## config.mk

```make
export PLATFORM = sky130hd
export DESIGN_NAME = stream_replace_first_match
export DESIGN_NICKNAME = d
export VERILOG_FILES = /design/src/rtl/core/srfm_pkg.sv /design/src/rtl/core/stream_replace_first_match.sv /design/src/rtl/core/srfm_front.sv /design/src/rtl/core/srfm_queue.sv /design/src/rtl/core/srfm_back.sv
export SDC_FILE = /design/constraint.sdc
export NUM_CORES = 1
export LEC_CHECK = 0
export ABC_AREA = 1
export BUFFER_PORTS_ARGS = -buffer_cell sky130_fd_sc_hd__buf_4
export CAP_MARGIN = 20
export CORE_MARGIN = 4
export CORE_UTILIZATION = 30
export CTS_BUF_LIST = sky130_fd_sc_hd__clkbuf_16
export DETAILED_ROUTE_END_ITERATION = 8
export PLACE_DENSITY_LB_ADDON = 0.3
export SETUP_SLACK_MARGIN = 0.4
export SYNTH_ARGS = -nofsm -noshare
export SYNTH_HDL_FRONTEND = slang
export SYNTH_SLANG_ARGS = --single-unit
```

## constraint.sdc

```tcl
create_clock -name clk -period 19.89 [get_ports clk]
set_clock_uncertainty 0.2 [all_clocks]
set_input_delay 5.967 -clock clk [delete_from_list [all_inputs] [get_ports clk]]
set_output_delay 5.967 -clock clk [all_outputs]
set_load 0.01 [all_outputs]
```

## src/rtl/core/srfm_pkg.sv

```systemverilog
// Shared types, constants and helpers for the first-match stream substitution block.
`default_nettype none

package srfm_pkg;

    localparam int MAX_PATTERN  = 8;
    localparam int CFG_ADDR_W   = 2;
    localparam int CFG_DATA_W   = 64;
    localparam int LEN_W        = 4;
    localparam int IDX_W        = 5;
    localparam int QUEUE_DEPTH  = 4;
    localparam int QPTR_W       = 2;

    typedef enum logic [CFG_ADDR_W-1:0] {
        REG_PATTERN_BYTES     = 2'd0,
        REG_PATTERN_LENGTH    = 2'd1,
        REG_REPLACEMENT_BYTES = 2'd2,
        REG_REPLACEMENT_LENGTH = 2'd3
    } cfg_reg_t;

    typedef struct packed {
        logic [CFG_DATA_W-1:0] pattern;
        logic [LEN_W-1:0]      pattern_len;
        logic [CFG_DATA_W-1:0] replacement;
        logic [LEN_W-1:0]      replacement_len;
    } cfg_t;

    // One item's work as segments of a flat result index: replacement before e0,
    // released pattern prefix (or the item's byte at its end) before e1,
    // replacement before e2, held pattern prefix before total.
    typedef struct packed {
        logic [7:0]       data;
        logic             data_in_a;
        logic [LEN_W-1:0] a_cnt;
        logic [IDX_W-1:0] e0;
        logic [IDX_W-1:0] e1;
        logic [IDX_W-1:0] e2;
        logic [IDX_W-1:0] total;
        logic             line_last;
    } job_t;

    function automatic logic [LEN_W-1:0] clamp_len(input logic [LEN_W-1:0] v);
        return (v > LEN_W'(MAX_PATTERN)) ? LEN_W'(MAX_PATTERN) : v;
    endfunction

    function automatic logic [7:0] byte_at(input logic [CFG_DATA_W-1:0] w,
                                           input logic [2:0] i);
        return w[{i, 3'b000} +: 8];
    endfunction

endpackage

`default_nettype wire

```

## src/rtl/core/stream_replace_first_match.sv

```systemverilog
// Top level of the first-match stream substitution block.
// The block copies a line of bytes to the output and replaces the leftmost
// occurrence of the configured pattern with the configured replacement. An input
// item is taken in every cycle while the four-entry job queue has room; the
// result sequencer then drives one result item per cycle while the output is not
// stalled, and an item causes up to nine results, or one end marker. The first
// result of an item passes through the job queue and then the output register.
// The user must write configuration only while the block is idle; the block
// itself does not enforce this.
`default_nettype none

module stream_replace_first_match (
    input  wire logic                            clk,
    input  wire logic                            rst_n,
    input  wire logic                            cfg_wr_en,
    input  wire logic [srfm_pkg::CFG_ADDR_W-1:0] cfg_addr,
    input  wire logic [srfm_pkg::CFG_DATA_W-1:0] cfg_wdata,
    input  wire logic                            s_tvalid,
    output logic                                 s_tready,
    input  wire logic [7:0]                      s_tdata,   // text_byte
    input  wire logic                            s_tuser,   // byte_present
    input  wire logic                            s_tlast,   // line_end
    output logic                                 m_tvalid,
    input  wire logic                            m_tready,
    output logic [7:0]                           m_tdata,   // out_byte
    output logic [1:0]                           m_tuser,   // out_present, run_last
    output logic                                 m_tlast    // out_line_last
);
    import srfm_pkg::*;

    cfg_t cfg_reg;
    job_t push_job, head;
    logic push, pop, q_full, q_empty;
    logic out_present, out_run_last;

    always_ff @(posedge clk or negedge rst_n)
    begin
        if (!rst_n)
        begin
            cfg_reg <= '0;
        end
        else if (cfg_wr_en)
        begin
            case (cfg_reg_t'(cfg_addr))
                REG_PATTERN_BYTES:      cfg_reg.pattern         <= cfg_wdata;
                REG_PATTERN_LENGTH:     cfg_reg.pattern_len     <= cfg_wdata[LEN_W-1:0];
                REG_REPLACEMENT_BYTES:  cfg_reg.replacement     <= cfg_wdata;
                REG_REPLACEMENT_LENGTH: cfg_reg.replacement_len <= cfg_wdata[LEN_W-1:0];
                default:                cfg_reg                 <= cfg_reg;
            endcase
        end
    end

    srfm_front u_front (
        .clk        (clk),
        .rst_n      (rst_n),
        .cfg        (cfg_reg),
        .in_valid   (s_tvalid),
        .in_ready   (s_tready),
        .in_byte    (s_tdata),
        .in_present (s_tuser),
        .in_last    (s_tlast),
        .q_full     (q_full),
        .push       (push),
        .push_job   (push_job)
    );

    srfm_queue u_queue (
        .clk      (clk),
        .rst_n    (rst_n),
        .push     (push),
        .push_job (push_job),
        .pop      (pop),
        .head     (head),
        .full     (q_full),
        .empty    (q_empty)
    );

    srfm_back u_back (
        .clk           (clk),
        .rst_n         (rst_n),
        .cfg           (cfg_reg),
        .head          (head),
        .q_empty       (q_empty),
        .pop           (pop),
        .out_valid     (m_tvalid),
        .out_ready     (m_tready),
        .out_byte      (m_tdata),
        .out_present   (out_present),
        .out_line_last (m_tlast),
        .out_run_last  (out_run_last)
    );

    assign m_tuser = {out_run_last, out_present};

endmodule

`default_nettype wire

```

## src/rtl/core/srfm_front.sv

```systemverilog
// Front end: accepts items, tracks the partial match and emits a job for each item that has results or ends a line.
`default_nettype none

module srfm_front (
    input  wire logic           clk,
    input  wire logic           rst_n,
    input  wire srfm_pkg::cfg_t cfg,
    input  wire logic           in_valid,
    output logic                in_ready,
    input  wire logic [7:0]     in_byte,
    input  wire logic           in_present,
    input  wire logic           in_last,
    input  wire logic           q_full,
    output logic                push,
    output srfm_pkg::job_t      push_job
);
    import srfm_pkg::*;

    logic [LEN_W-1:0]       matched_reg, matched_next;
    logic                   done_reg, done_next;
    logic                   start_reg, start_next;
    logic [LEN_W-1:0]       len, rlen, m, m_new, m_keep;
    logic [LEN_W-1:0]       a_cnt, lead_cnt, mid_cnt, b_cnt;
    logic [7:0]             pat [MAX_PATTERN];
    logic [MAX_PATTERN-1:0] pe [MAX_PATTERN];
    logic [MAX_PATTERN-1:0] hit;
    logic [LEN_W-1:0]       pos;
    logic                   accept, matching, lead, full, data_in_a, done_keep;
    logic [IDX_W-1:0]       e0, e1, e2, total;

    assign in_ready = !q_full;
    assign accept   = in_valid && in_ready;

    always_comb
    begin
        len  = clamp_len(cfg.pattern_len);
        rlen = clamp_len(cfg.replacement_len);
        for (int i = 0; i < MAX_PATTERN; i++)
        begin
            pat[i] = byte_at(cfg.pattern, 3'(i));
        end
        for (int a = 0; a < MAX_PATTERN; a++)
        begin
            for (int b = 0; b < MAX_PATTERN; b++)
            begin
                pe[a][b] = (pat[a] == pat[b]);
            end
        end

        if (len == '0)
            m = '0;
        else if (matched_reg > len - LEN_W'(1))
            m = len - LEN_W'(1);
        else
            m = matched_reg;

        // A prefix of length j survives if it is a suffix of the held bytes plus this byte.
        pos = '0;
        for (int j = 1; j <= MAX_PATTERN; j++)
        begin
            hit[j-1] = (LEN_W'(j) <= m + LEN_W'(1)) && (LEN_W'(j) <= len)
                       && (pat[j-1] == in_byte);
            for (int t = 0; t < j - 1; t++)
            begin
                pos = m + LEN_W'(1) - LEN_W'(j) + LEN_W'(t);
                hit[j-1] = hit[j-1] & pe[t][pos[2:0]];
            end
        end
        m_new = '0;
        for (int j = 1; j <= MAX_PATTERN; j++)
        begin
            if (hit[j-1])
                m_new = LEN_W'(j);
        end

        lead     = (len == '0) && start_reg && !done_reg;
        lead_cnt = lead ? rlen : '0;
        matching = (len != '0) && !done_reg && in_present;
        full     = matching && (m_new == len);

        if (matching)
        begin
            a_cnt     = m + LEN_W'(1) - m_new;
            data_in_a = (m_new == '0);
            mid_cnt   = full ? rlen : '0;
            m_keep    = full ? '0 : m_new;
            done_keep = full;
        end
        else
        begin
            a_cnt     = in_present ? LEN_W'(1) : '0;
            data_in_a = in_present;
            mid_cnt   = '0;
            m_keep    = m;
            done_keep = done_reg || lead;
        end
        b_cnt = in_last ? m_keep : '0;

        e0    = IDX_W'(lead_cnt);
        e1    = e0 + IDX_W'(a_cnt);
        e2    = e1 + IDX_W'(mid_cnt);
        total = e2 + IDX_W'(b_cnt);

        push_job.data      = in_byte;
        push_job.data_in_a = data_in_a;
        push_job.a_cnt     = a_cnt;
        push_job.e0        = e0;
        push_job.e1        = e1;
        push_job.e2        = e2;
        push_job.total     = total;
        push_job.line_last = in_last;
        push = accept && ((total != '0) || in_last);

        matched_next = matched_reg;
        done_next    = done_reg;
        start_next   = start_reg;
        if (accept)
        begin
            if (in_last)
            begin
                matched_next = '0;
                done_next    = 1'b0;
                start_next   = 1'b1;
            end
            else
            begin
                matched_next = m_keep;
                done_next    = done_keep;
                start_next   = 1'b0;
            end
        end
    end

    always_ff @(posedge clk or negedge rst_n)
    begin
        if (!rst_n)
        begin
            matched_reg <= '0;
            done_reg    <= 1'b0;
            start_reg   <= 1'b1;
        end
        else
        begin
            matched_reg <= matched_next;
            done_reg    <= done_next;
            start_reg   <= start_next;
        end
    end

    a_matched_below_max: assert property (@(posedge clk) disable iff (!rst_n)
        matched_reg < LEN_W'(MAX_PATTERN))
        else $error("held prefix count reached the pattern size");

    a_done_not_at_start: assert property (@(posedge clk) disable iff (!rst_n)
        done_reg |-> !start_reg)
        else $error("replacement marked done at the start of a line");

endmodule

`default_nettype wire

```

## src/rtl/core/srfm_queue.sv

```systemverilog
// Short job queue between the front end and the result sequencer.
`default_nettype none

module srfm_queue (
    input  wire logic           clk,
    input  wire logic           rst_n,
    input  wire logic           push,
    input  wire srfm_pkg::job_t push_job,
    input  wire logic           pop,
    output srfm_pkg::job_t      head,
    output logic                full,
    output logic                empty
);
    import srfm_pkg::*;

    job_t              mem [QUEUE_DEPTH];
    logic [QPTR_W-1:0] wr_ptr_reg, wr_ptr_next;
    logic [QPTR_W-1:0] rd_ptr_reg, rd_ptr_next;
    logic [QPTR_W:0]   count_reg, count_next;

    assign full  = (count_reg == (QPTR_W+1)'(QUEUE_DEPTH));
    assign empty = (count_reg == '0);
    assign head  = mem[rd_ptr_reg];

    always_comb
    begin
        wr_ptr_next = push ? wr_ptr_reg + QPTR_W'(1) : wr_ptr_reg;
        rd_ptr_next = pop ? rd_ptr_reg + QPTR_W'(1) : rd_ptr_reg;
        count_next  = count_reg + (QPTR_W+1)'(push) - (QPTR_W+1)'(pop);
    end

    always_ff @(posedge clk or negedge rst_n)
    begin
        if (!rst_n)
        begin
            wr_ptr_reg <= '0;
            rd_ptr_reg <= '0;
            count_reg  <= '0;
        end
        else
        begin
            wr_ptr_reg <= wr_ptr_next;
            rd_ptr_reg <= rd_ptr_next;
            count_reg  <= count_next;
        end
    end

    always_ff @(posedge clk)
    begin
        if (push)
            mem[wr_ptr_reg] <= push_job;
    end

    a_count_in_range: assert property (@(posedge clk) disable iff (!rst_n)
        count_reg <= (QPTR_W+1)'(QUEUE_DEPTH))
        else $error("queue count beyond its depth");

    a_no_overflow_underflow: assert property (@(posedge clk) disable iff (!rst_n)
        (push |-> !full) and (pop |-> !empty))
        else $error("queue written when full or read when empty");

endmodule

`default_nettype wire

```

## src/rtl/core/srfm_back.sv

```systemverilog
// Back end: expands each job into result items, one per cycle unless the output stalls, into an output register.
`default_nettype none

module srfm_back (
    input  wire logic           clk,
    input  wire logic           rst_n,
    input  wire srfm_pkg::cfg_t cfg,
    input  wire srfm_pkg::job_t head,
    input  wire logic           q_empty,
    output logic                pop,
    output logic                out_valid,
    input  wire logic           out_ready,
    output logic [7:0]          out_byte,
    output logic                out_present,
    output logic                out_line_last,
    output logic                out_run_last
);
    import srfm_pkg::*;

    logic [IDX_W-1:0] idx_reg, idx_next;
    logic             out_valid_reg, out_valid_next;
    logic [7:0]       out_byte_reg;
    logic             out_present_reg, out_line_last_reg, out_run_last_reg;
    logic [IDX_W-1:0] k;
    logic [7:0]       sel_byte;
    logic             sel_present, job_end, advance, fire;

    always_comb
    begin
        job_end = (head.total == '0) || (idx_reg == head.total - IDX_W'(1));
        advance = !out_valid_reg || out_ready;
        fire    = advance && !q_empty;
        pop     = fire && job_end;

        k           = '0;
        sel_present = 1'b1;
        if (head.total == '0)
        begin
            sel_byte    = '0;
            sel_present = 1'b0;
        end
        else if (idx_reg < head.e0)
        begin
            sel_byte = byte_at(cfg.replacement, idx_reg[2:0]);
        end
        else if (idx_reg < head.e1)
        begin
            k = idx_reg - head.e0;
            if (head.data_in_a && (k == IDX_W'(head.a_cnt) - IDX_W'(1)))
                sel_byte = head.data;
            else
                sel_byte = byte_at(cfg.pattern, k[2:0]);
        end
        else if (idx_reg < head.e2)
        begin
            k        = idx_reg - head.e1;
            sel_byte = byte_at(cfg.replacement, k[2:0]);
        end
        else
        begin
            k        = idx_reg - head.e2;
            sel_byte = byte_at(cfg.pattern, k[2:0]);
        end

        idx_next       = idx_reg;
        out_valid_next = out_valid_reg;
        if (fire)
        begin
            idx_next       = job_end ? '0 : idx_reg + IDX_W'(1);
            out_valid_next = 1'b1;
        end
        else if (advance)
        begin
            out_valid_next = 1'b0;
        end
    end

    always_ff @(posedge clk or negedge rst_n)
    begin
        if (!rst_n)
        begin
            idx_reg       <= '0;
            out_valid_reg <= 1'b0;
        end
        else
        begin
            idx_reg       <= idx_next;
            out_valid_reg <= out_valid_next;
        end
    end

    always_ff @(posedge clk)
    begin
        if (fire)
        begin
            out_byte_reg      <= sel_byte;
            out_present_reg   <= sel_present;
            out_line_last_reg <= job_end && head.line_last;
            out_run_last_reg  <= job_end;
        end
    end

    assign out_valid     = out_valid_reg;
    assign out_byte      = out_byte_reg;
    assign out_present   = out_present_reg;
    assign out_line_last = out_line_last_reg;
    assign out_run_last  = out_run_last_reg;

    a_index_in_job: assert property (@(posedge clk) disable iff (!rst_n)
        !q_empty |-> ((head.total == '0 && idx_reg == '0) || (idx_reg < head.total)))
        else $error("result index outside the current job");

    a_index_idle_zero: assert property (@(posedge clk) disable iff (!rst_n)
        q_empty |-> (idx_reg == '0))
        else $error("result index left over with no job pending");

endmodule

`default_nettype wire
```

* Word-level counts from Yosys, hierarchy flattened *
Memories as Yosys holds them, arrays and structs flattened.
Cells that the tools add are included.

word-level totals
  bits in registers = 166
  memory bits (writable) = 132
  bits of input ports = 81
  output and inout bits = 13
  logic and storage cells = 345
  memories = 1

operators by class
  add/subtract/negate cells = 44
  order comparisons = 50
  equality and inequality tests = 64
  shift-type cells = 4
  multiplexer cells = 91
  bitwise gates (word level) = 28
  reduce and logical (&&, ||, !) cells = 47

memories
  memory       words  bits a word  rd ports  clocked after Yosys merged registers in  wr ports  RTL line          RTL
  u_queue.mem  4      33           1         0                                        1         srfm_queue.sv:16  job_t mem [QUEUE_DEPTH];

operators with widths
  cell                                                            number
  equality test 8 bit                                             57
  variable part select 64 x 7 -> 8 bit                            4
  < comparator 3 x 4 -> 1 bit (second input constant)             28
  binary-select mux 1 bit (select 3 bit)                          28
  two-way mux 4 bit                                               19
  two-way mux 1 bit                                               39
  less-or-equal comparator 3 x 4 -> 1 bit (first input constant)  8
  two-way mux 8 bit                                               4
  bitwise AND 1 bit                                               28
  adder 3 x 2 -> 3 bit (second input constant)                    9
  logical AND 1 bit                                               27
  adder 3 x 1 -> 3 bit (second input constant)                    6
  adder 3 bit (second input constant)                             6
  less-or-equal comparator 2 x 4 -> 1 bit (first input constant)  4
  < comparator 5 bit                                              3
  subtractor 3 bit (second input constant)                        4
  adder 5 x 4 -> 5 bit                                            2
  equality test 5 bit                                             2
  greater-than comparator 4 bit (second input constant)           2
  less-or-equal comparator 1 x 4 -> 1 bit (first input constant)  2
  less-or-equal comparator 4 bit (first input constant)           2
  zero test 4 bit                                                 2
  AND reduction 2 bit                                             4
  subtractor 3 x 2 -> 3 bit (second input constant)               2
  27 further kinds                                                36

* Depth between registers and ports, before layout *
  word-level depth = 29
  gate-level depth with buffers = 56
  mapped depth without buffers = 54

* Hierarchy *
A second synthesis with hierarchy kept.

unflattened totals
  cell total of the unflattened synthesis = 3,510
  area total of the unflattened synthesis = 23,872.9 um^2

by module, submodules not included
  module                      times used  cells an instance  area an instance (um^2)  seq. area each (um^2)
  srfm_front                  1           1,524              7,900.1                  151.4
  srfm_queue                  1           579                6,115.9                  4,259.1
  stream_replace_first_match  1           604                5,589.1                  3,403.3
  srfm_back                   1           803                4,267.8                  480.5

* Worst setup path before layout *
Ideal clock, no wire load.

  path kind = input port to flip-flop
  start = in s_tdata[5]
  end = mem u_queue.mem[0][0] (netlist name) (enable)
  setup time = 0.423 ns
  data arrival time = 11.968 ns
  required time = 19.267 ns
  slack = 7.299 ns
  stages on the path = 30
  path buffers = 1
  cell sequence = clkbuf_1 -> inv_1 -> nand2_1 -> nand4_1 -> a2111oi_0 -> nand2_1 -> nor2_1 -> nand3_1 -> nand2_1 -> nand2_1 -> nand2_1 -> nand2_1 -> nand2_1 -> nand2_1 -> inv_1 -> nand2_1 -> inv_1 -> fa_1 -> nor2_1 -> fa_1 -> ha_1 -> a21oi_1 -> o21ai_0 -> xor2_1 -> ha_1 -> a21oi_1 -> xnor2_1 -> nand3b_1 -> nand2_1 -> nor2_1

RTL lines
  element          RTL line                          RTL
  start, declared  stream_replace_first_match.sv:20  input wire logic [7:0] s_tdata,
  end, declared    srfm_queue.sv:16

==> flow_summary.ini <==
[grt]
globalRoute.totalOverflow = 0
grt.total_usage_pct = 22.2
first_pass_grt_wire_length_um = 126000
via_count_of_the_first_global_routing_pass = 19000
pin_count_of_the_biggest_net_entering_global_routing = 117
initial_antenna_violation_count = 2

[floorplan]
vertical_die_dimension_um = 273
fp.dieW_um = 273
initial_core_utilization_pct = 30.5
floorplan.rows = 96
overall_die_area_sq_um = 74600
floorplan.io_pins = 94
floorplan.core_area_sq_um = 69200

[sta]
max_freq_mhz = 80.0
timing.final.hold_violations = 0
report.final.slew_viol_count = 0
final.min_clock_period_ns = 12.50
rsz_0062_raised_after_global_routing = no
report.final.setup_viol = 0
remaining_max_slew_budget_at_the_tightest_pin_pct = 28.6
max_slew.worst_pin.slew_ns = 1.07
timing.setup.tns_ns = 0
layout_worst_path_cycle_share_pct = 62.9

[power_and_ir_drop]
power_density_nw_per_um2 = 172
total_leakage_power_nw = 10.4
max-vdd-ir-drop_uv = 137

[layout]
finish.cell_count_without_fillers = 3820
layout_commonest_cell = nand2_1
synthesis_to_layout_area_growth_pct = 11.4
fillerInstances = 7472
post-route-util_pct = 34.0
finalNetCount = 3009
mostFrequentLayoutCells = nand2_1, o21ai_0, inv_1
multiInputGateArea_sq_um = 11200
largest_register_ffs = 136
n_antenna_cell = 0
sequential_cell_area_in_the_final_layout_sq_um = 8180
final_layout_size_suffix_gt1_share_pct = 8.00

[route]
avgRoutedWirePerCell_um = 22.4
maxUsedRoutingLayer = met5
post_detailed_route_via_to_cell_ratio = 5.36
detailroute.via_count = 20500
met1Wirelength_um = 37100
routed-wl-met2_um = 36600
drt_pass1_iterations = 6
met3_length_um = 8260
drcViolationCount = 0
drt_wl_total_um = 85400
remaining_number_of_nets_flagged_by_the_antenna_check_after_routing = 0
drt-initial-drc-count = 2772

[clock_network]
htreeDepth = 1
post_cts_resize_count = 0
cts_made_buffers = 31
clk_root_buffer_cell = clkbuf_16
clkLatencyLatePin_ns = 0.60
path_clk_slew_ns = 0.06
hold_buffers = 0
clkSinkCount = 298
post_cts_setup_buffer_count = 0
clock_tree_from_tritoncts = built
clk_path_buf_depth = 3

[logic_synthesis]
ys_async_sr_fraction_pct = 52.0
synth-warning-count = 0
dominant_combinational_cell_family_by_area_after_synthesis = simple AND/OR/NAND/NOR gates
synth_simple_gate_area_share_pct = 26.0
netlist_area_sq_um = 21100
post_synth_num_cell_types = 50
synth-edff-count = 143
synth-compound-area-share_pct = 16.3
ffs_latches_synth = 298
synthesized_netlist_net_count = 3034
synth-xor-area-share_pct = 5.81
syn-instance-count = 2892
syn_avg_cell_area_sq_um = 7.29
post_synth_fa_ha_maj_area_fraction_pct = 3.90
synth.area.mux_share_pct = 0.474
synth_flop_cell = dfrtp_1
seq_area_frac_synth_pct = 38.7

[critical_path]
critical-path-top-delay-family = simple AND/OR/NAND/NOR gates
cp_data_required_time_ns = 19.89
slowest_stage = nor2_4
path_class = in2reg
worst_ep_arrival_time_ns = 12.50
timing.critical_path.fanout_max = 33
cp_common_cell = nand2_1
kind_of_start_point_of_the_critical_path = input pin
end_kind = flip-flop
buffering_stage_count_on_the_worst_path_with_inverters_included = 4
cpPeakStageDelay_ns = 0.91

[flow_run]
cap_violations = 0

[placement]
place.gp.congestion = 1.04
detailedPlacementHpwl_um = 61800
numPlacedInstances = 3764
number_of_i_o_port_buffers = 93

[worst_hold_path]
timing.hold.worst.class = reg2reg

[outcome]
status = completed
## area by class of cell
class	instances	area share [%]
Clock inverter	24	0.857
Timing Repair Buffer	131	4.34
Tap cell	931	4.96
Multi-Input combinational cell	2136	47.4
Sequential cell	298	34.8
Inverter	269	4.33
Clock buffer	31	3.30
## metrics by stage
stage	area (sq um)	worst slack, ns	power (mW)	hold WS (ns)
2_1_floorplan	21100	7.30	2.60	0.249
3_3_place_gp	22500	6.73	3.42	0.268
3_5_place_dp	22500	6.68	3.42	0.273
4_1_cts	23500	7.29	3.99	0.290
5_1_grt	23500	6.74	4.33	0.316
6_report	23500	7.39	4.05	0.286
## report_power, final
part	total, mW	switching, mW	internal [mW]
logic	2.50	1.72	0.777
registers	0.978	0.165	0.812
clock network	0.573	0.251	0.322
total	4.05	2.14	1.91
## worst min-delay path, cell delays in order, from the launching register on
cell and delay [ns]:
dfrtp_1 0.34, nand2_1 0.05, o21ai_0 0.06
## layer usage
layer	vias to the layer above	global-route usage, %
met4	4	7.26
li1	9579	-
met3	215	4.22
met2	1041	34.0
met1	9618	31.6
met5	-	0
## cell families after synthesis
logic type / count (synthesis)
simple gates: 1296
compound gates: 629
buf+inv: 458
flops: 298
xor+xnor: 140
fa+ha+maj: 61
mux: 10
## synth_stat cells (36+ instances only)
master	count	share of area (%)
a21oi_1	189	4.5
buf_2	47	1.1
clkbuf_1	122	2.2
dfrtp_1	154	18
edfxtp_1	143	20
ha_1	53	3.1
inv_1	250	4.4
nand2_1	838	15
nand3_1	118	2.8
nand4_1	83	2.5
nor2_1	178	3.2
o211ai_1	36	1.3
o21ai_0	327	7.8
xnor2_1	65	2.7
xor2_1	75	3.1
## worst paths after layout
check	from	to	slack (ns)	cells after the start
setup / recovery	s_tdata[5]	u_queue.mem[2][22]	7.39	32
hold / removal	cfg_reg[38]	cfg_reg[38]	0.29	2
setup reg to reg	cfg_reg[68]	u_queue.mem[2][22]	8.36	48
hold reg to reg	cfg_reg[38]	cfg_reg[38]	0.29	2
max in group asynchronous	rst_n	u_queue.rd_ptr_reg[0]	12.66	2
min in group asynchronous	rst_n	cfg_reg[128]	5.29	1
Power figures use the tool's default switching activity.
